### config.mk
export PLATFORM = sky130hd
export DESIGN_NAME = tmlb_alu
export DESIGN_NICKNAME = d
export VERILOG_FILES = /design/src/rtl/core/assert_macros.svh /design/src/rtl/core/tmlb_pkg.sv /design/src/rtl/core/tmlb_alu.sv
export SDC_FILE = /design/constraint.sdc
export NUM_CORES = 2
export LEC_CHECK = 0
export BUFFER_PORTS_ARGS = -buffer_cell sky130_fd_sc_hd__buf_2
export CAP_MARGIN = 20
export CORE_ASPECT_RATIO = 0.6
export CORE_MARGIN = 5
export CORE_UTILIZATION = 55
export DETAILED_ROUTE_END_ITERATION = 8
export GPL_TIMING_DRIVEN = 0
export PLACE_DENSITY = 0.71
export RECOVER_POWER = 50
export SLEW_MARGIN = 10
export SYNTH_ARGS = -nofsm -noshare
export SYNTH_HDL_FRONTEND = slang
export SYNTH_SLANG_ARGS = --single-unit
export TNS_END_PERCENT = 100
### constraint.sdc
create_clock -name clk -period 8.95 [get_ports clk]
set_input_delay 0.895 -clock clk [delete_from_list [all_inputs] [get_ports clk]]
set_output_delay 0.895 -clock clk [all_outputs]
set_load 0.01 [all_outputs]
### src/rtl/core/assert_macros.svh
// assertion macros shared by the beamformer rtl
`ifndef ASSERT_MACROS_SVH
`define ASSERT_MACROS_SVH

// same-cycle implication
`define ASSERT_IMPLIES(lbl, clk, rst_n, ante, cons) \
	lbl: assert property (@(posedge clk) disable iff (!rst_n) (ante) |-> (cons)) \
		else $error("implication check failed");

// next-cycle implication
`define ASSERT_NEXT(lbl, clk, rst_n, ante, cons) \
	lbl: assert property (@(posedge clk) disable iff (!rst_n) (ante) |=> (cons)) \
		else $error("next-cycle check failed");

`endif

### src/rtl/core/tmlb_pkg.sv
// shared types and constants of the two-mic lms beamformer
`default_nettype none

package tmlb_pkg;

	localparam int SAMPLE_W   = 16;
	localparam int COEF_W     = 32;
	localparam int LR_W       = 32;
	localparam int GAIN_W     = 4;
	localparam int THR_W      = 15;
	localparam int CFG_IDX_W  = 2;
	localparam int CFG_DATA_W = 32;

	localparam int FRAC_BITS = 28;
	localparam int E8_SHIFT  = 20;
	localparam int E_W       = 44;
	localparam int E8_W      = E_W - E8_SHIFT;

	// shared multiplier operand and product widths
	localparam int MUL_A_W = 35;
	localparam int MUL_B_W = 25;
	localparam int MUL_P_W = MUL_A_W + MUL_B_W;

	localparam int KLO_W = 20;
	localparam int KHI_W = 34;
	localparam int LO_W  = 15;
	localparam int MAG_W = 50;

	localparam logic [KHI_W-1:0] KHI_CAP = 34'h2_0000_0000;

	localparam logic [LR_W-1:0]   LR_RST   = 32'd0;
	localparam logic [GAIN_W-1:0] GAIN_RST = 4'd1;
	localparam logic [THR_W-1:0]  THR_RST  = 15'd500;

	localparam logic signed [SAMPLE_W-1:0] SAMPLE_MAX = 16'sh7FFF;
	localparam logic signed [SAMPLE_W-1:0] SAMPLE_MIN = 16'sh8000;
	localparam logic signed [COEF_W-1:0]   COEF_MAX   = 32'sh7FFF_FFFF;
	localparam logic signed [COEF_W-1:0]   COEF_MIN   = 32'sh8000_0000;
	localparam logic signed [E_W-1:0]      ERR_MAX    = 44'sh7FF_F000_0000;
	localparam logic signed [E_W-1:0]      ERR_MIN    = 44'sh800_0000_0000;

	localparam logic [CFG_IDX_W-1:0] CFG_LEARNING_RATE   = 2'd0;
	localparam logic [CFG_IDX_W-1:0] CFG_OUTPUT_GAIN     = 2'd1;
	localparam logic [CFG_IDX_W-1:0] CFG_RESET_THRESHOLD = 2'd2;

	typedef enum logic [3:0] {
		ST_CLEAR,
		ST_IDLE,
		ST_MAC,
		ST_CHECK,
		ST_RES,
		ST_KMUL,
		ST_KSPLIT,
		ST_UPD_LO,
		ST_UPD_HI,
		ST_UPD_SUM,
		ST_UPD_WR
	} tmlb_state_t;

	typedef struct packed {
		logic mul_en;
		logic acc_clr;
		logic acc_add;
	} tmlb_alu_ctl_t;

endpackage

`default_nettype wire

### src/rtl/core/tmlb_alu.sv
// shared multiplier with product register and accumulator
`default_nettype none

module tmlb_alu #(
	parameter int ACC_W = 54
) (
	input  logic                                   clk,
	input  tmlb_pkg::tmlb_alu_ctl_t                ctl,
	input  logic signed [tmlb_pkg::MUL_A_W-1:0]    op_a,
	input  logic signed [tmlb_pkg::MUL_B_W-1:0]    op_b,
	output logic signed [tmlb_pkg::MUL_P_W-1:0]    prod,
	output logic signed [ACC_W-1:0]                acc
);
	import tmlb_pkg::*;

	logic signed [MUL_P_W-1:0] mul_full;
	logic signed [MUL_P_W-1:0] prod_q;
	logic signed [ACC_W-1:0]   acc_q;

	assign mul_full = op_a * op_b;

	always_ff @(posedge clk) begin
		if (ctl.mul_en) begin
			prod_q <= mul_full;
		end
		if (ctl.acc_clr) begin
			acc_q <= '0;
		end else if (ctl.acc_add) begin
			acc_q <= acc_q + ACC_W'(prod_q);
		end
	end

	assign prod = prod_q;
	assign acc  = acc_q;

endmodule

`default_nettype wire

==> results_dict.tcl <==
set metrics [dict create \
    grt_first_pass_wirelength_mm 202.6 \
    yosys_warnings 0 \
    die_area_sq_um 72690 \
    place.gp.congestion 1.088 \
    setup_violations 0 \
    place_ws_ns -1.213 \
    gr-total-overflow 0 \
    synth_area_sq_um 36980 \
    cts_buffer_depth 2 \
    via_per_inst 5.784 \
    rsz0062_at_grt "no" \
    synth.top_cells.by_area "fa_1 48%, inv_1 9.1%, and2_1 7.4%, ha_1 7.2%, edfxtp_1 4.9%" \
    skew_ns 0.01372 \
    finalHoldViolCount 0 \
    crit_required_ns 9.17 \
    drtAntennaViolNets 0 \
    crit_path_end_kind "flip-flop" \
    synthArstFlopShare_pct 0 \
    hold_buffers 0 \
    relSlewSlack_pct -122.1 \
    yosysTopAreaCell "fa_1" \
    path_common_cell "fa_1" \
    first_pass_iters 8 \
    max_freq_mhz 113.5 \
    drive_gt1_share_pct 5.328 \
    clock_sinks 114 \
    synth_cells 3965 \
    yosysSeqAreaShare_pct 7.795 \
    dp_hpwl_mm 114.2 \
    start_kind "input port" \
    grt_max_degree 61 \
    synth_nets 5132 \
    drc 0 \
    antenna_found_initial 16 \
    initial_utilization_pct 55.69 \
    worstMarginPinSlew_ns 3.331 \
    drv_slew 61 \
    synth.distinct_cells 82 \
    outcome "finished, violations left" \
    grt_use_total_pct 38.60 \
    ys_ff_latch 114 \
    cts_tree "yes" \
    htree_levels 4 \
    synth_edf_count 60 \
    synthFlopType "edfxtp_1" \
    netlist.area_leader.share_pct 48.13 \
    grt_pass1_vias 30450 \
    timing.final.ws_setup_ns 0.1428 \
    multi_input_area_sq_um 30050 \
    fillers 6056 \
    clk_pin_slew_ns 0.06 \
    root_buffer "clkbuf_16" \
    fin_area_sq_um 39630 \
    syn2layout_area_growth_pct 7.163 \
    hold_class "reg2reg" \
    maxCapViolCount 1 \
    dpl_cell_area_sq_um 38980 \
    syn_avg_cell_area_sq_um 9.327 \
    die_y_microns 210.9 \
    post_drt_wl_per_cell_microns 27.00 \
    fin_nets 5321 \
    boundaryPins 178 \
    post-route-period-util_pct 98.40 \
    cp_max_fo 10 \
    drt_iter0_markers 3294 \
    worstSkewPairLatency_ns 0.43 \
    finalSetupTns_ns 0 \
    vias 29390 \
    num_rows 73 \
    crit_slowest_cell "clkbuf_1" \
    ff_latch_area_sq_um 2883 \
    routed_wl_mm 137.2 \
    cts_buffers 17 \
    violations "capacitance limit, slew limit" \
    post-route-util_pct 59.68 \
    core_area_sq_um 66400 \
    arrival_ns 9.03 \
    slowest_delay_ns 0.68 \
    criticalPathCategory "in2reg" \
    period_minus_slack_ns 8.807 \
    portBuffers 167 \
    die_width_microns 344.8 \
]
## state kept, by name, indices dropped and copies added (netlist names)
signal / flops
prod: 60
acc: 54
## Yosys cell counts (all sizes together), types with 3 or more instances
library cell  instances
or4                   8
mux2i                25
a211oi               16
clkbuf              183
nor3                 17
xor2                 29
o21bai               14
o22ai                 5
and2                435
nand2               470
a311oi                3
a21boi                3
a211o                 5
and3                 12
or2                   4
xnor2                75
a31oi                14
nor2b                 9
o41ai                 3
fa                  889
edfxtp               60
o21a                 15
nand4b                6
ha                  214
inv                 897
o211ai                6
a221oi                8
nand3                25
and4                  7
o31ai                10
a2111oi               7
a31o                  5
o311ai                9
nand3b                3
nor2                119
nand2b               21
buf                   5
a21oi                98
dfxtp                54
o21ai                59
o2111ai               4
a21o                 70
nand4                16
## final timing paths
check                           startpoint       end  slack [ns]  depth (start not counted)
worst min-delay path               acc[47]   acc[47]        0.49                          2
worst max-delay path              op_a[19]  prod[53]        0.14                         25
worst min register to register     acc[47]   acc[47]        0.49                          2
worst max register to register     prod[0]   acc[50]        5.00                         13
## through the flow
step | cells | hold slack, ns
global route | 5067 | 0.4944
finish | 5081 | 0.4893
global placement | 5032 | 0.4654
CTS | 5066 | 0.4875
detailed placement | 5034 | 0.4794
floorplan | 3965 | 0.4849
## cells by family after synthesis
| logic type | synth area share, % |
|---|---|
| multiplexers | 0.7071 |
| buffers and inverters | 11.03 |
| AND/OR/NAND/NOR | 15.66 |
| AO/OA/AOI/OAI | 6.973 |
| XOR/XNOR | 2.463 |
| adder cells (fa/ha/maj) | 55.37 |
| flip-flops | 7.795 |
## final cells by class
type / instances / area share (%)
Antenna cell: 14 / 0.08840
Buffer: 188 / 2.017
Clock buffer: 17 / 1.073
Clock inverter: 15 / 0.4010
Inverter: 898 / 8.509
Multi-Input combinational cell: 2765 / 75.83
Sequential cell: 114 / 7.274
Tap cell: 900 / 2.842
Timing Repair Buffer: 170 / 1.961
## timing repair
| item | 4_1_cts | 5_1_grt |
|---|---|---|
| endpoints found under the setup margin | 12 | 14 |
| resized for setup | 35 | 99 |
| setup buffers | 0 | 0 |
## per-layer routing
| layer | track usage, % | wire, microns |
|---|---|---|
| met1 | 55.22 | 56050 |
| met4 | 11.38 | 5041 |
| met3 | 18.07 | 22100 |
| met5 | 0 | 204 |
| met2 | 52.59 | 53810 |
## critical path, delay by kind of cell
kind	cells	cell delay, ns
adder cells (fa/ha/maj)	8	3.94
AO/OA/AOI/OAI	5	1.78
buffers and inverters	6	1.16
AND/OR/NAND/NOR	5	0.92
XOR/XNOR	1	0.30
## layout by cell type, fill, tap and decap left out, drive strengths merged, types with 8 or more instances in the layout
cell    Yosys  routed
a31oi      14      14
or4         8       8
o21ai      59      59
nand4      16      16
a21oi      98      98
xor2       29      29
inv       897     908
o31ai      10      10
o21bai     14      14
diode       0      14
nand2     470     470
dfxtp      54      54
nand2b     21      21
clkbuf    183     283
and3       12      12
o311ai      9       9
a221oi      8       8
nor3       17      17
o21a       15      15
and2      435     435
edfxtp     60      60
fa        889     889
xnor2      75      75
ha        214     214
a211oi     16      16
nor2b       9       9
buf         5      92
mux2i      25      25
a21o       70      70
nor2      119     119
nand3      25      25
Power is left out: the tool's default activity adds up to more than one toggle a clock period on the data nets, which glitch-free logic cannot reach.
