===== config.mk =====
export PLATFORM = sky130hd
export DESIGN_NAME = tmlb_ram
export DESIGN_NICKNAME = d
export VERILOG_FILES = /design/src/rtl/core/assert_macros.svh /design/src/rtl/core/tmlb_ram.sv
export SDC_FILE = /design/constraint.sdc
export NUM_CORES = 1
export LEC_CHECK = 0
export BUFFER_PORTS_ARGS = -buffer_cell sky130_fd_sc_hd__clkbuf_2
export CAP_MARGIN = 25
export CELL_PAD_IN_SITES_DETAIL_PLACEMENT = 1
export CELL_PAD_IN_SITES_GLOBAL_PLACEMENT = 1
export CORE_ASPECT_RATIO = 1.2
export CORE_UTILIZATION = 56
export DETAILED_ROUTE_END_ITERATION = 6
export GPL_TIMING_DRIVEN = 0
export MAX_ROUTING_LAYER = met4
export PLACE_DENSITY_LB_ADDON = 0.1
export SYNTH_ARGS = -nofsm -noshare
export SYNTH_HDL_FRONTEND = slang
export SYNTH_SLANG_ARGS = --single-unit

===== constraint.sdc =====
create_clock -name clk -period 2.7 [get_ports clk]
set_clock_uncertainty 0.05 [all_clocks]
set_input_delay 0.405 -clock clk [delete_from_list [all_inputs] [get_ports clk]]
set_output_delay 0.405 -clock clk [all_outputs]
set_load 0.02 [all_outputs]

===== src/rtl/core/assert_macros.svh =====
// assertion macros shared by the beamformer rtl
`ifndef ASSERT_MACROS_SVH
`define ASSERT_MACROS_SVH

// same-cycle implication
`define ASSERT_IMPLIES(lbl, clk, rst_n, ante, cons) \
	lbl: assert property (@(posedge clk) disable iff (!rst_n) (ante) |-> (cons)) \
		else $error("implication check failed");

// next-cycle implication
`define ASSERT_NEXT(lbl, clk, rst_n, ante, cons) \
	lbl: assert property (@(posedge clk) disable iff (!rst_n) (ante) |=> (cons)) \
		else $error("next-cycle check failed");

`endif


===== src/rtl/core/tmlb_ram.sv =====
// generic simple dual-port ram with registered read
`default_nettype none

module tmlb_ram #(
	parameter  int WIDTH = 16,
	parameter  int DEPTH = 64,
	localparam int AW    = (DEPTH > 1) ? $clog2(DEPTH) : 1
) (
	input  logic             clk,
	input  logic             we,
	input  logic [AW-1:0]    waddr,
	input  logic [WIDTH-1:0] wdata,
	input  logic             re,
	input  logic [AW-1:0]    raddr,
	output logic [WIDTH-1:0] rdata
);

	logic [WIDTH-1:0] mem_q [DEPTH];

	// read returns the old word on a same-address write
	always_ff @(posedge clk) begin
		if (we) begin
			mem_q[waddr] <= wdata;
		end
		if (re) begin
			rdata <= mem_q[raddr];
		end
	end

endmodule

`default_nettype wire


==> metrics.txt, run 1 <==
# TYPE chip_impl_metric gauge
chip_impl_metric{name="pre_cts_ws",unit="ns"} -0.941
chip_impl_metric{name="min_period",unit="ns"} 2.77
chip_impl_metric{name="first_global_vias",unit=""} 21033
chip_impl_metric{name="maxCapViolCount",unit=""} 0
chip_impl_metric{name="post_synth_xor_area_fraction",unit="%"} 0
chip_impl_metric{name="yosys.area_share.adder",unit="%"} 0
chip_impl_metric{name="initial_utilization",unit="%"} 56.7
chip_impl_metric{name="final_max_slew_viol_count",unit=""} 0
chip_impl_metric{name="layout-area-overhead-vs-synth",unit="%"} 13.9
chip_impl_metric{name="clock_tree.htree_level_count",unit=""} 3
chip_impl_metric{name="tritoncts_num_sinks",unit=""} 1040
chip_impl_metric{name="syn_inst",unit=""} 1829
chip_impl_info{name="synth.area.top_cells",value="edfxtp_1, mux4_2, mux2i_1"} 1
chip_impl_info{name="cpMaxStageDelayCell",value="mux2i_1"} 1
chip_impl_info{name="grt_setup_unrepaired",value="false"} 1
chip_impl_metric{name="critPathMaxStageDelay",unit="ns"} 0.56
chip_impl_metric{name="synth_simple_gate_area_share",unit="%"} 2.64
chip_impl_metric{name="postSynthAreaPerCell",unit="um^2"} 22.0
chip_impl_metric{name="routed_wire_length_per_instance",unit="um"} 36.3
chip_impl_metric{name="dp_hpwl",unit="um"} 72700
chip_impl_metric{name="final_cell_count_no_fill",unit=""} 3028
chip_impl_metric{name="cts-buffers-inserted",unit=""} 98
chip_impl_metric{name="yosysWarnings",unit=""} 0
chip_impl_metric{name="row_count",unit=""} 107
chip_impl_metric{name="synth.yosys.seq_area_share",unit="%"} 77.7
chip_impl_metric{name="power.ir.vdd_worst",unit="mV"} 0.667
chip_impl_info{name="critical_path.startpoint_type",value="primary input"} 1
chip_impl_metric{name="synth.top_cell.area_share",unit="%"} 77.7
chip_impl_metric{name="finalWorstSetupSlack",unit="ns"} -0.0728
chip_impl_metric{name="vias",unit=""} 20148
chip_impl_metric{name="share_of_cells_above_drive_strength_1",unit="%"} 30.3
chip_impl_metric{name="route.antenna.remaining_nets",unit=""} 0
chip_impl_metric{name="clk_path_buf_depth",unit=""} 3
chip_impl_metric{name="period_share",unit="%"} 103
chip_impl_metric{name="worst-path-max-fanout",unit=""} 10
chip_impl_info{name="critPathCaptureType",value="flip-flop"} 1
chip_impl_metric{name="port_buffers",unit=""} 39
chip_impl_metric{name="synth-seq-cells",unit=""} 1040
chip_impl_metric{name="routed_via_density",unit=""} 6.65
chip_impl_info{name="cts_tree",value="done"} 1
chip_impl_metric{name="power.leakage",unit="nW"} 14.5
chip_impl_metric{name="synth_fp_nets",unit=""} 1860
chip_impl_metric{name="power_density",unit="nW/um^2"} 730
chip_impl_metric{name="finalNetCount",unit=""} 2058
chip_impl_metric{name="yosys.cell_types.count",unit=""} 42
chip_impl_metric{name="grt_start_max_net_pins",unit=""} 65
chip_impl_metric{name="grt.overflow.total",unit=""} 0
chip_impl_metric{name="number_of_synthesized_flops_with_an_enable_pin",unit=""} 1040
chip_impl_info{name="combinational_family_with_the_most_area_after_synthesis",value="multiplexers"} 1
chip_impl_metric{name="cp_data_required_time",unit="ns"} 3.01
chip_impl_metric{name="setup_violations",unit=""} 4
chip_impl_info{name="clockRootBuffer",value="clkbuf_16"} 1
chip_impl_metric{name="core_area",unit="um^2"} 71000
chip_impl_metric{name="dr.pass1.iters",unit=""} 5
chip_impl_metric{name="clkSlewWorstSetupHoldPaths",unit="ns"} 0.06
chip_impl_metric{name="postRouteWirelength",unit="um"} 110000
chip_impl_metric{name="asyncSetResetFlopFracSynth",unit="%"} 0
chip_impl_metric{name="synthesis.area",unit="um^2"} 40200
chip_impl_info{name="cell_chain_of_the_critical_path",value="buf_2 -> buf_4 -> buf_2 -> mux4_2 -> mux2i_1 -> a22oi_1 -> a31oi_2 -> a311oi_1"} 1
chip_impl_metric{name="number_of_placed_i_o_pins",unit=""} 47
chip_impl_metric{name="holdBufCountCts",unit=""} 0
chip_impl_metric{name="die_span_x",unit="um"} 247
chip_impl_metric{name="max-slew-margin-rel",unit="%"} 28.7
chip_impl_metric{name="synth.area.mux_share",unit="%"} 15.5
chip_impl_metric{name="remaining_drc_errors",unit=""} 0
chip_impl_metric{name="max_freq",unit="GHz"} 0.361
chip_impl_info{name="violations",value="negative setup slack"} 1
chip_impl_metric{name="cp.arrival",unit="ns"} 3.08
chip_impl_metric{name="die_area",unit="um^2"} 72900
chip_impl_metric{name="compound_gate_fraction_of_synth_area",unit="%"} 2.40
chip_impl_info{name="cpMostUsedCell",value="buf_2"} 1
chip_impl_info{name="hold_path.class",value="primary input to flip-flop"} 1
chip_impl_info{name="criticalPathCategory",value="primary input to flip-flop"} 1
chip_impl_metric{name="worst-slew-pin-transition",unit="ns"} 1.07
chip_impl_info{name="yosys_most_used_dff",value="edfxtp_1"} 1
chip_impl_metric{name="holdWs",unit="ns"} 0.193
chip_impl_metric{name="cts_setup_buffers",unit=""} 0
chip_impl_metric{name="grt.total_usage",unit="%"} 31.9
chip_impl_metric{name="die_h",unit="um"} 296
chip_impl_metric{name="routabilityCongestion",unit=""} 0.912
chip_impl_metric{name="n_fill_cell",unit=""} 5677
chip_impl_metric{name="initial_antenna_violation_count",unit=""} 3
chip_impl_metric{name="numPlacedInstances",unit=""} 2852
chip_impl_info{name="synthDominantAreaCellType",value="edfxtp_1"} 1
chip_impl_metric{name="report.final.hold_viol_count",unit=""} 0
chip_impl_metric{name="finish.instance_area",unit="um^2"} 45800
chip_impl_metric{name="placement_stage_cell_area",unit="um^2"} 42600
chip_impl_metric{name="dr.first_iter.drc_count",unit=""} 2468
chip_impl_info{name="outcome",value="finished, violations left"} 1
chip_impl_metric{name="clk_latency",unit="ns"} 0.67
chip_impl_metric{name="global_route_wire_length_before_repair",unit="um"} 154000
worst paths after layout:
kind	slack, ns	cells after the start	start	endpoint
setup / recovery	-0.07	8	raddr[2]	rdata[3]
hold reg to reg	1.00	3	mem_q[52][3]	rdata[3]
hold / removal	0.19	1	re	rdata[14]
setup reg to reg	0.11	5	mem_q[19][15]	rdata[15]
synthesized netlist by cell type (all sizes together), types with 12 or more instances:
library cell / number
a21oi: 17
nor2: 74
mux4: 224
a221oi: 16
mux2i: 85
nor2b: 30
nand3: 24
buf: 77
clkbuf: 27
mux2: 27
nand2: 60
nand4: 12
edfxtp: 1040
a22oi: 39
placed cells by master, fill, tap and decap left out, types with 6 or more instances in the layout:
cell type	count
buf_4	19
bufinv_16	9
nand3_1	24
clkinv_2	17
mux2i_1	84
a211oi_1	8
edfxtp_1	1040
nor2_2	60
a311oi_1	8
clkbuf_2	37
buf_6	24
a31oi_2	7
clkbuf_16	101
nor2b_1	30
clkbuf_4	9
nor2_1	13
buf_12	15
a221o_1	6
a221oi_1	14
clkinv_1	16
buf_8	40
a22oi_1	39
buf_2	31
a21oi_1	17
nand4_1	12
mux2_2	27
nand2_1	59
a22o_1	6
clkbuf_1	43
mux4_2	220
a211o_1	8
per-stage QoR:
step / total power [mW] / setup TNS, ns / utilization [%]
5_1_grt: 34.1 / 0 / 64.5
6_report: 33.4 / -0.145 / 64.5
3_3_place_gp: 20.1 / -585.37 / 58.6
2_1_floorplan: 19.2 / 0 / -
4_1_cts: 33.5 / -1.67 / 64.4
3_5_place_dp: 20.2 / -148.31 / 60.0
cell families (layout without fill, tap and decap cells):
group,count (synthesis),in the layout
AOI/OAI and AO/OA,129,129
buffers and inverters,104,373
DFF,1040,1040
muxes,336,336
other,0,4
and+or+nand+nor,220,220
flip-flops by register name, indices dropped and copies added, names as in the netlist:
register	cells
mem_q	1024
rdata	16
critical path, delay by kind of cell:
family,cells,cell delay (ns)
AOI/OAI and AO/OA,3,0.75
buffers and inverters,3,0.96
muxes,2,0.93
routing by layer:
layer	share of wire (%)	vias up	global-route usage (%)
met2	50	1029	50.9
met1	38	10807	40.9
met3	7.4	224	4.87
li1	-	8088	-
met4	5.1	0	14.3
met5	0	-	-
report_power, final:
| group | leakage (nW) | total, mW | switching, mW | internal (mW) |
|---|---|---|---|---|
| sequential | 9.37 | 17.9 | 0.0347 | 17.9 |
| combinational | 3.62 | 1.93 | 1.27 | 0.655 |
| clock | 1.51 | 13.6 | 5.89 | 7.67 |
| total | 14.5 | 33.4 | 7.20 | 26.2 |
area by class of cell:
type,instances,area [um^2],share of cell area (%)
buffer,104,747,1.63
sequential,1040,31200,68.2
tap,926,1160,2.53
clock inverter,50,480,1.05
antenna,4,10.0,0.0219
timing repair buffer,98,1100,2.40
multi-input combinational,685,8460,18.5
clock buffer,121,2600,5.68
what timing repair did:
item,CTS,global route
pin swaps,0,0
setup endpoints to repair,9,9
resized for setup,10,8
Note: power is estimated with default switching activity, not from simulation.
==> inputs of run 2 (changes only) <==
--- a/config.mk
+++ b/config.mk
@@ -12,9 +12,9 @@
 export CORE_ASPECT_RATIO = 1.2
 export CORE_UTILIZATION = 56
 export DETAILED_ROUTE_END_ITERATION = 6
-export GPL_TIMING_DRIVEN = 0
 export MAX_ROUTING_LAYER = met4
 export PLACE_DENSITY_LB_ADDON = 0.1
 export SYNTH_ARGS = -nofsm -noshare
 export SYNTH_HDL_FRONTEND = slang
 export SYNTH_SLANG_ARGS = --single-unit
+export TNS_END_PERCENT = 50
==> run 2 against run 1 <==
The flow now finishes without violations; routed wire length is 3.5% lower; sequential power is essentially flat; critical path type is now flip-flop to flip-flop; final area grew 0.64%; sequential share of layout area is 0.43 points lower; global-route usage shrank 1.0 points; worst hold slack better by 0.11 ns.
==> metrics.txt, run 2 (synthesis results as in run 1) <==
# TYPE chip_impl_metric gauge
chip_impl_metric{name="postRouteWirelength",unit="um"} 106000
chip_impl_metric{name="first_global_vias",unit=""} 21050
chip_impl_metric{name="clk_latency",unit="ns"} 0.67
chip_impl_metric{name="p_total",unit="mW"} 33.0
chip_impl_metric{name="largest_register_ffs",unit=""} 1024
chip_impl_metric{name="global_route_wire_length_before_repair",unit="um"} 151000
chip_impl_metric{name="max_freq",unit="GHz"} 0.422
chip_impl_metric{name="clock_tree.htree_level_count",unit=""} 3
chip_impl_metric{name="port_buffers",unit=""} 46
chip_impl_metric{name="finish.instance_area",unit="um^2"} 46100
chip_impl_info{name="criticalPathCategory",value="flip-flop to flip-flop"} 1
chip_impl_metric{name="layout-area-overhead-vs-synth",unit="%"} 14.6
chip_impl_metric{name="dr.first_iter.drc_count",unit=""} 1880
chip_impl_info{name="max_flop_register",value="mem_q"} 1
chip_impl_info{name="grt_setup_unrepaired",value="false"} 1
chip_impl_metric{name="clk_path_buf_depth",unit=""} 3
chip_impl_metric{name="die_span_x",unit="um"} 247
chip_impl_metric{name="routed_wire_length_per_instance",unit="um"} 34.0
chip_impl_metric{name="power.leakage",unit="nW"} 14.9
chip_impl_metric{name="share_of_cells_above_drive_strength_1",unit="%"} 30.5
chip_impl_metric{name="route.antenna.remaining_nets",unit=""} 0
chip_impl_info{name="final_common_cell",value="edfxtp_1"} 1
chip_impl_metric{name="worst-slew-pin-transition",unit="ns"} 1.07
chip_impl_info{name="critPathCaptureType",value="flip-flop"} 1
chip_impl_info{name="path_delay_family",value="multiplexers"} 1
chip_impl_metric{name="grt_start_max_net_pins",unit=""} 65
chip_impl_metric{name="power_density",unit="nW/um^2"} 716
chip_impl_metric{name="finalNetCount",unit=""} 2134
chip_impl_metric{name="cts_setup_buffers",unit=""} 0
chip_impl_metric{name="worst-path-max-fanout",unit=""} 1
chip_impl_metric{name="cts-buffers-inserted",unit=""} 99
chip_impl_metric{name="vias",unit=""} 20070
chip_impl_metric{name="clkSlewWorstSetupHoldPaths",unit="ns"} 0.06
chip_impl_metric{name="routed_via_density",unit=""} 6.44
chip_impl_info{name="cts_tree",value="done"} 1
chip_impl_metric{name="dr.pass1.iters",unit=""} 5
chip_impl_info{name="clockRootBuffer",value="clkbuf_16"} 1
chip_impl_metric{name="power.ir.vdd_worst",unit="mV"} 0.606
chip_impl_info{name="outcome",value="complete, no violations"} 1
chip_impl_metric{name="period_share",unit="%"} 87.7
chip_impl_metric{name="final_max_slew_viol_count",unit=""} 0
chip_impl_info{name="cell_chain_of_the_critical_path",value="mux4_2 -> mux2_2 -> a221oi_1 -> buf_4 -> a311oi_1"} 1
chip_impl_info{name="most-common-layout-cells",value="edfxtp_1, mux4_2, buf_4"} 1
chip_impl_metric{name="dp_hpwl",unit="um"} 67300
chip_impl_metric{name="placement_stage_cell_area",unit="um^2"} 43000
chip_impl_metric{name="initial_utilization",unit="%"} 56.7
chip_impl_metric{name="min_period",unit="ns"} 2.37
chip_impl_metric{name="finalWorstSetupSlack",unit="ns"} 0.332
chip_impl_metric{name="setup_violations",unit=""} 0
chip_impl_metric{name="number_of_placed_i_o_pins",unit=""} 47
chip_impl_info{name="critical_path.startpoint_type",value="flip-flop"} 1
chip_impl_info{name="cpMaxStageDelayCell",value="a221oi_1"} 1
chip_impl_metric{name="cp_data_required_time",unit="ns"} 3.04
chip_impl_metric{name="cp_num_buf_inv",unit=""} 1
chip_impl_metric{name="die_area",unit="um^2"} 72900
chip_impl_metric{name="pre_cts_ws",unit="ns"} -0.292
chip_impl_metric{name="cp.arrival",unit="ns"} 2.70
chip_impl_metric{name="routabilityCongestion",unit=""} 0.881
chip_impl_metric{name="report.final.hold_viol_count",unit=""} 0
chip_impl_metric{name="core_area",unit="um^2"} 71000
chip_impl_metric{name="max-slew-margin-rel",unit="%"} 29.0
chip_impl_info{name="hold_path.class",value="primary input to flip-flop"} 1
chip_impl_metric{name="tritoncts_num_sinks",unit=""} 1040
chip_impl_metric{name="initial_antenna_violation_count",unit=""} 4
chip_impl_metric{name="die_h",unit="um"} 296
chip_impl_info{name="layout_top_registers",value="mem_q (1024), rdata (16)"} 1
chip_impl_metric{name="critPathMaxStageDelay",unit="ns"} 0.58
chip_impl_metric{name="row_count",unit=""} 107
chip_impl_metric{name="grt.total_usage",unit="%"} 30.9
chip_impl_metric{name="post-route-util",unit="%"} 64.9
chip_impl_metric{name="grt.overflow.total",unit=""} 0
chip_impl_metric{name="remaining_drc_errors",unit=""} 0
chip_impl_metric{name="maxCapViolCount",unit=""} 0
## run 2: worst paths after layout
check / startpoint / endpoint / slack, ns / depth (start not counted)
worst max-delay path: mem_q[57][9] / rdata[9] / 0.33 / 5
worst min-delay path: wdata[5] / mem_q[21][5] / 0.31 / 1
worst max register to register: mem_q[57][9] / rdata[9] / 0.33 / 5
worst min register to register: mem_q[0][12] / rdata[12] / 0.95 / 4
## run 2: report_power, final
part           internal, mW  switching, mW  leakage [nW]
logic                 0.747           1.16          4.09
registers              17.9         0.0594          9.37
clock network          7.25           5.86          1.49
## run 2: layout make-up
| type | instances | area [um^2] |
|---|---|---|
| repair buffers | 277 | 2420 |
| multi-input cells | 685 | 8250 |
| clock buffers | 127 | 2630 |
| diodes | 5 | 12.5 |
| well taps | 926 | 1160 |
| fillers | 5760 | 24900 |
| flip-flops and latches | 1040 | 31200 |
| clock inverters | 55 | 389 |
## run 2: metrics by stage
| stage | cells | TNS [ns] | hold WS (ns) |
|---|---|---|---|
| after CTS | 3107 | 0 | 0.273 |
| after global placement | 2925 | -0.616 | 0.816 |
| after floorplan | 1829 | 0 | 0.454 |
| after detailed placement | 2925 | -1.03 | 0.812 |
| final | 3115 | 0 | 0.307 |
| after global routing | 3112 | 0 | 0.303 |
## run 2: timing repair
action	in CTS	in global routing
hold buffers	0	1
hold endpoints to repair	0	4
resized for setup	0	0
## run 2: per-layer routing
| layer | track usage [%] | share of wire [%] | wire, um | vias to the layer above |
|---|---|---|---|---|
| met2 | 50.6 | 51 | 54200 | 856 |
| met4 | 11.3 | 3.4 | 3600 | 0 |
| met1 | 39.9 | 39 | 41300 | 10795 |
| met3 | 4.28 | 6.4 | 6820 | 169 |
| li1 | - | - | - | 8250 |
| met5 | - | 0 | 0 | - |
==> inputs of run 3 (changes only) <==
--- a/config.mk
+++ b/config.mk
@@ -5,12 +5,13 @@
 export SDC_FILE = /design/constraint.sdc
 export NUM_CORES = 1
 export LEC_CHECK = 0
+export ABC_AREA = 1
 export BUFFER_PORTS_ARGS = -buffer_cell sky130_fd_sc_hd__clkbuf_2
 export CAP_MARGIN = 25
 export CELL_PAD_IN_SITES_DETAIL_PLACEMENT = 1
 export CELL_PAD_IN_SITES_GLOBAL_PLACEMENT = 1
 export CORE_ASPECT_RATIO = 1.2
-export CORE_UTILIZATION = 56
+export CORE_UTILIZATION = 52
 export DETAILED_ROUTE_END_ITERATION = 6
 export MAX_ROUTING_LAYER = met4
 export PLACE_DENSITY_LB_ADDON = 0.1
==> run 3 against run 2 <==
First-iteration DRC count rose by 62%; routed wire length rose by 26%; critical endpoint unchanged; largest power group unchanged; via count rose by 45%; non-clock buffer count fell by 37; sequential power barely moved.
==> metrics.txt, run 3 <==
# TYPE chip_impl_metric gauge
chip_impl_info{name="outcome",value="complete, no violations"} 1
chip_impl_metric{name="dp_hpwl",unit="um"} 80500
chip_impl_metric{name="max_freq",unit="GHz"} 0.470
chip_impl_metric{name="holdBufCountCts",unit=""} 0
chip_impl_metric{name="synth_fp_nets",unit=""} 3548
chip_impl_metric{name="cp_data_required_time",unit="ns"} 3.18
chip_impl_metric{name="worst-slew-pin-transition",unit="ns"} 1.01
chip_impl_info{name="cts_tree",value="done"} 1
chip_impl_metric{name="grt.total_usage",unit="%"} 33.7
chip_impl_metric{name="dr.pass1.iters",unit=""} 5
chip_impl_metric{name="final_cell_count_no_fill",unit=""} 4775
chip_impl_metric{name="report.final.hold_viol_count",unit=""} 0
chip_impl_info{name="critPathCaptureType",value="flip-flop"} 1
chip_impl_metric{name="tritoncts_num_sinks",unit=""} 1040
chip_impl_metric{name="setup_violations",unit=""} 0
chip_impl_metric{name="global_route_wire_length_before_repair",unit="um"} 197000
chip_impl_info{name="clockRootBuffer",value="clkbuf_16"} 1
chip_impl_metric{name="maxCapViolCount",unit=""} 0
chip_impl_metric{name="first_global_vias",unit=""} 30518
chip_impl_metric{name="power.ir.vdd_worst",unit="mV"} 0.652
chip_impl_metric{name="clk_path_buf_depth",unit=""} 3
chip_impl_metric{name="postSynthAreaPerCell",unit="um^2"} 12.0
chip_impl_metric{name="max-slew-margin-rel",unit="%"} 32.7
chip_impl_metric{name="min_path_cells",unit=""} 1
chip_impl_metric{name="routed_via_density",unit=""} 6.09
chip_impl_metric{name="initial_antenna_violation_count",unit=""} 7
chip_impl_info{name="yosys.cell_count.top_type",value="nand2_1"} 1
chip_impl_metric{name="numPlacedInstances",unit=""} 4572
chip_impl_metric{name="vias",unit=""} 29067
chip_impl_metric{name="yosysWarnings",unit=""} 0
chip_impl_metric{name="synth.top_cell.area_share",unit="%"} 73.9
chip_impl_metric{name="die_h",unit="um"} 314
chip_impl_metric{name="number_of_placed_i_o_pins",unit=""} 47
chip_impl_metric{name="finalNetCount",unit=""} 3668
chip_impl_metric{name="die_area",unit="um^2"} 82400
chip_impl_metric{name="clock_tree.htree_level_count",unit=""} 3
chip_impl_metric{name="power.leakage",unit="nW"} 17.4
chip_impl_info{name="synthDominantAreaCellType",value="edfxtp_1"} 1
chip_impl_metric{name="finish.instance_area",unit="um^2"} 47700
chip_impl_info{name="final_common_cell",value="nand2_1"} 1
chip_impl_metric{name="final_max_slew_viol_count",unit=""} 0
chip_impl_info{name="most-common-layout-cells",value="nand2_1, edfxtp_1, nand3_1"} 1
chip_impl_metric{name="synth.yosys.seq_area_share",unit="%"} 73.9
chip_impl_info{name="layout_top_registers",value="mem_q (1024), rdata (16)"} 1
chip_impl_metric{name="syn_inst",unit=""} 3517
chip_impl_metric{name="period_share",unit="%"} 78.8
chip_impl_info{name="grt_setup_unrepaired",value="false"} 1
chip_impl_info{name="criticalPathCategory",value="primary input to flip-flop"} 1
chip_impl_info{name="synth.top_cells.by_count",value="nand2_1, edfxtp_1, nand3_1, buf_2, nor2_1"} 1
chip_impl_info{name="hold_path.class",value="primary input to flip-flop"} 1
chip_impl_metric{name="initial_utilization",unit="%"} 52.5
chip_impl_metric{name="grt.overflow.total",unit=""} 0
chip_impl_metric{name="worst-path-max-fanout",unit=""} 55
chip_impl_metric{name="yosys.cell_types.count",unit=""} 15
chip_impl_metric{name="clk_latency",unit="ns"} 0.69
chip_impl_metric{name="postRouteWirelength",unit="um"} 134000
chip_impl_metric{name="remaining_drc_errors",unit=""} 0
chip_impl_metric{name="number_of_synthesized_flops_with_an_enable_pin",unit=""} 1040
chip_impl_metric{name="route.antenna.remaining_nets",unit=""} 0
chip_impl_metric{name="cts_setup_buffers",unit=""} 0
chip_impl_metric{name="cts_repair_resize_count",unit=""} 0
chip_impl_metric{name="layout-area-overhead-vs-synth",unit="%"} 13.0
chip_impl_info{name="synth.area.top_cells",value="edfxtp_1, nand2_1, nand3_1"} 1
chip_impl_metric{name="n_fill_cell",unit=""} 8034
chip_impl_metric{name="synth-seq-cells",unit=""} 1040
chip_impl_metric{name="row_count",unit=""} 114
chip_impl_metric{name="power_density",unit="nW/um^2"} 728
chip_impl_metric{name="cp.arrival",unit="ns"} 2.61
chip_impl_metric{name="cts-buffers-inserted",unit=""} 103
chip_impl_metric{name="grt_start_max_net_pins",unit=""} 109
chip_impl_metric{name="asyncSetResetFlopFracSynth",unit="%"} 0
chip_impl_metric{name="placement_stage_cell_area",unit="um^2"} 44300
chip_impl_metric{name="core_area",unit="um^2"} 80400
chip_impl_metric{name="dr.first_iter.drc_count",unit=""} 3050
chip_impl_metric{name="worst-r2r-setup-slack",unit="ns"} 0.89
chip_impl_metric{name="routed_wire_length_per_instance",unit="um"} 28.1
chip_impl_info{name="max_flop_register",value="mem_q"} 1
chip_impl_metric{name="final_layout_setup_total_negative_slack",unit="ns"} 0
chip_impl_metric{name="die_span_x",unit="um"} 262
chip_impl_info{name="yosys_most_used_dff",value="edfxtp_1"} 1
chip_impl_info{name="critical_path.startpoint_type",value="primary input"} 1
chip_impl_metric{name="min_period",unit="ns"} 2.13
chip_impl_metric{name="largest_register_ffs",unit=""} 1024
chip_impl_metric{name="share_of_cells_above_drive_strength_1",unit="%"} 10.8
chip_impl_metric{name="routabilityCongestion",unit=""} 0.828
chip_impl_metric{name="port_buffers",unit=""} 46
chip_impl_metric{name="synthesis.area",unit="um^2"} 42300
chip_impl_metric{name="clkSlewWorstSetupHoldPaths",unit="ns"} 0.06
chip_impl_metric{name="ff2ff_path_depth",unit=""} 8
-- run 3: changes by cell type in the layout (fill, tap and decap cells not counted), moves of 16 or more --
cell / previous run / this run
nor2_1: 72 / 56
a21oi_1: 17 / 0
nor2b_1: 30 / 0
mux2_2: 27 / 0
a221oi_1: 16 / 0
mux2i_1: 85 / 0
mux4_2: 220 / 0
nand3_1: 24 / 871
a22oi_1: 39 / 0
nand2_1: 59 / 1296
buf_4: 196 / 156
-- run 3: logic make-up (layout without fill, tap and decap cells) --
group / count (synthesis) / in the layout / synth area share (%)
buf+inv: 237 / 445 / 3.52
flops: 1040 / 1040 / 73.9
other cells: 0 / 6 / 0
simple gates: 2240 / 2240 / 22.6
-- run 3: metrics by stage --
| step | hold WS [ns] | setup WS, ns | utilization [%] | power (mW) |
|---|---|---|---|---|
| final | 0.0797 | 0.572 | 59.3 | 34.7 |
| after global routing | 0.0740 | 0.474 | 59.3 | 35.5 |
| after CTS | 0.0707 | 0.651 | 59.2 | 34.8 |
| after detailed placement | 0.780 | -0.0329 | 55.1 | 20.6 |
| after global placement | 0.801 | 0.00464 | 55.1 | 20.5 |
| after floorplan | 0.454 | -0.309 | - | 19.5 |
-- run 3: layer usage --
layer / part of all wire, % / wire (um) / track usage [%] / up-vias
li1: - / - / - / 12655
met4: 3.6 / 4810 / 13.2 / 0
met5: 0 / 0 / - / -
met3: 6.9 / 9260 / 5.19 / 230
met2: 50 / 67100 / 55.8 / 1126
met1: 39 / 52800 / 41.8 / 15056
-- run 3: area by class of cell --
| cell class | instances | area, um^2 | share of cell area [%] |
|---|---|---|---|
| Clock buffer | 128 | 2760 | 5.77 |
| Sequential cell | 1040 | 31200 | 65.4 |
| Clock inverter | 65 | 584 | 1.22 |
| Tap cell | 1044 | 1310 | 2.74 |
| Antenna cell | 6 | 15.0 | 0.0314 |
| Timing Repair Buffer | 240 | 2190 | 4.58 |
| Inverter | 12 | 71.3 | 0.149 |
| Multi-Input combinational cell | 2240 | 9590 | 20.1 |
-- run 3: worst paths after layout --
kind	startpoint	to
min reg2reg	mem_q[30][15]	rdata[15]
min	wdata[10]	mem_q[46][10]
max	raddr[0]	rdata[9]
max reg2reg	mem_q[55][9]	rdata[9]
-- run 3: report_power, final --
part           leakage, nW  switching (mW)  internal [mW]
logic                 6.37            1.77          0.608
clock network         1.63            6.20           8.19
registers             9.37          0.0584           17.9
total                 17.4            8.03           26.7
-- run 3: worst max-delay path, cell delays in order --
cell	delay (ns)
buf_8	0.17
inv_16	0.23
buf_12	0.29
buf_4	0.35
nand2_1	0.09
nand3_1	0.09
nand3_1	0.07
nand2_1	0.16
nand2_1	0.07
nand3_1	0.12
nand3_1	0.29
nand2_1	0.20
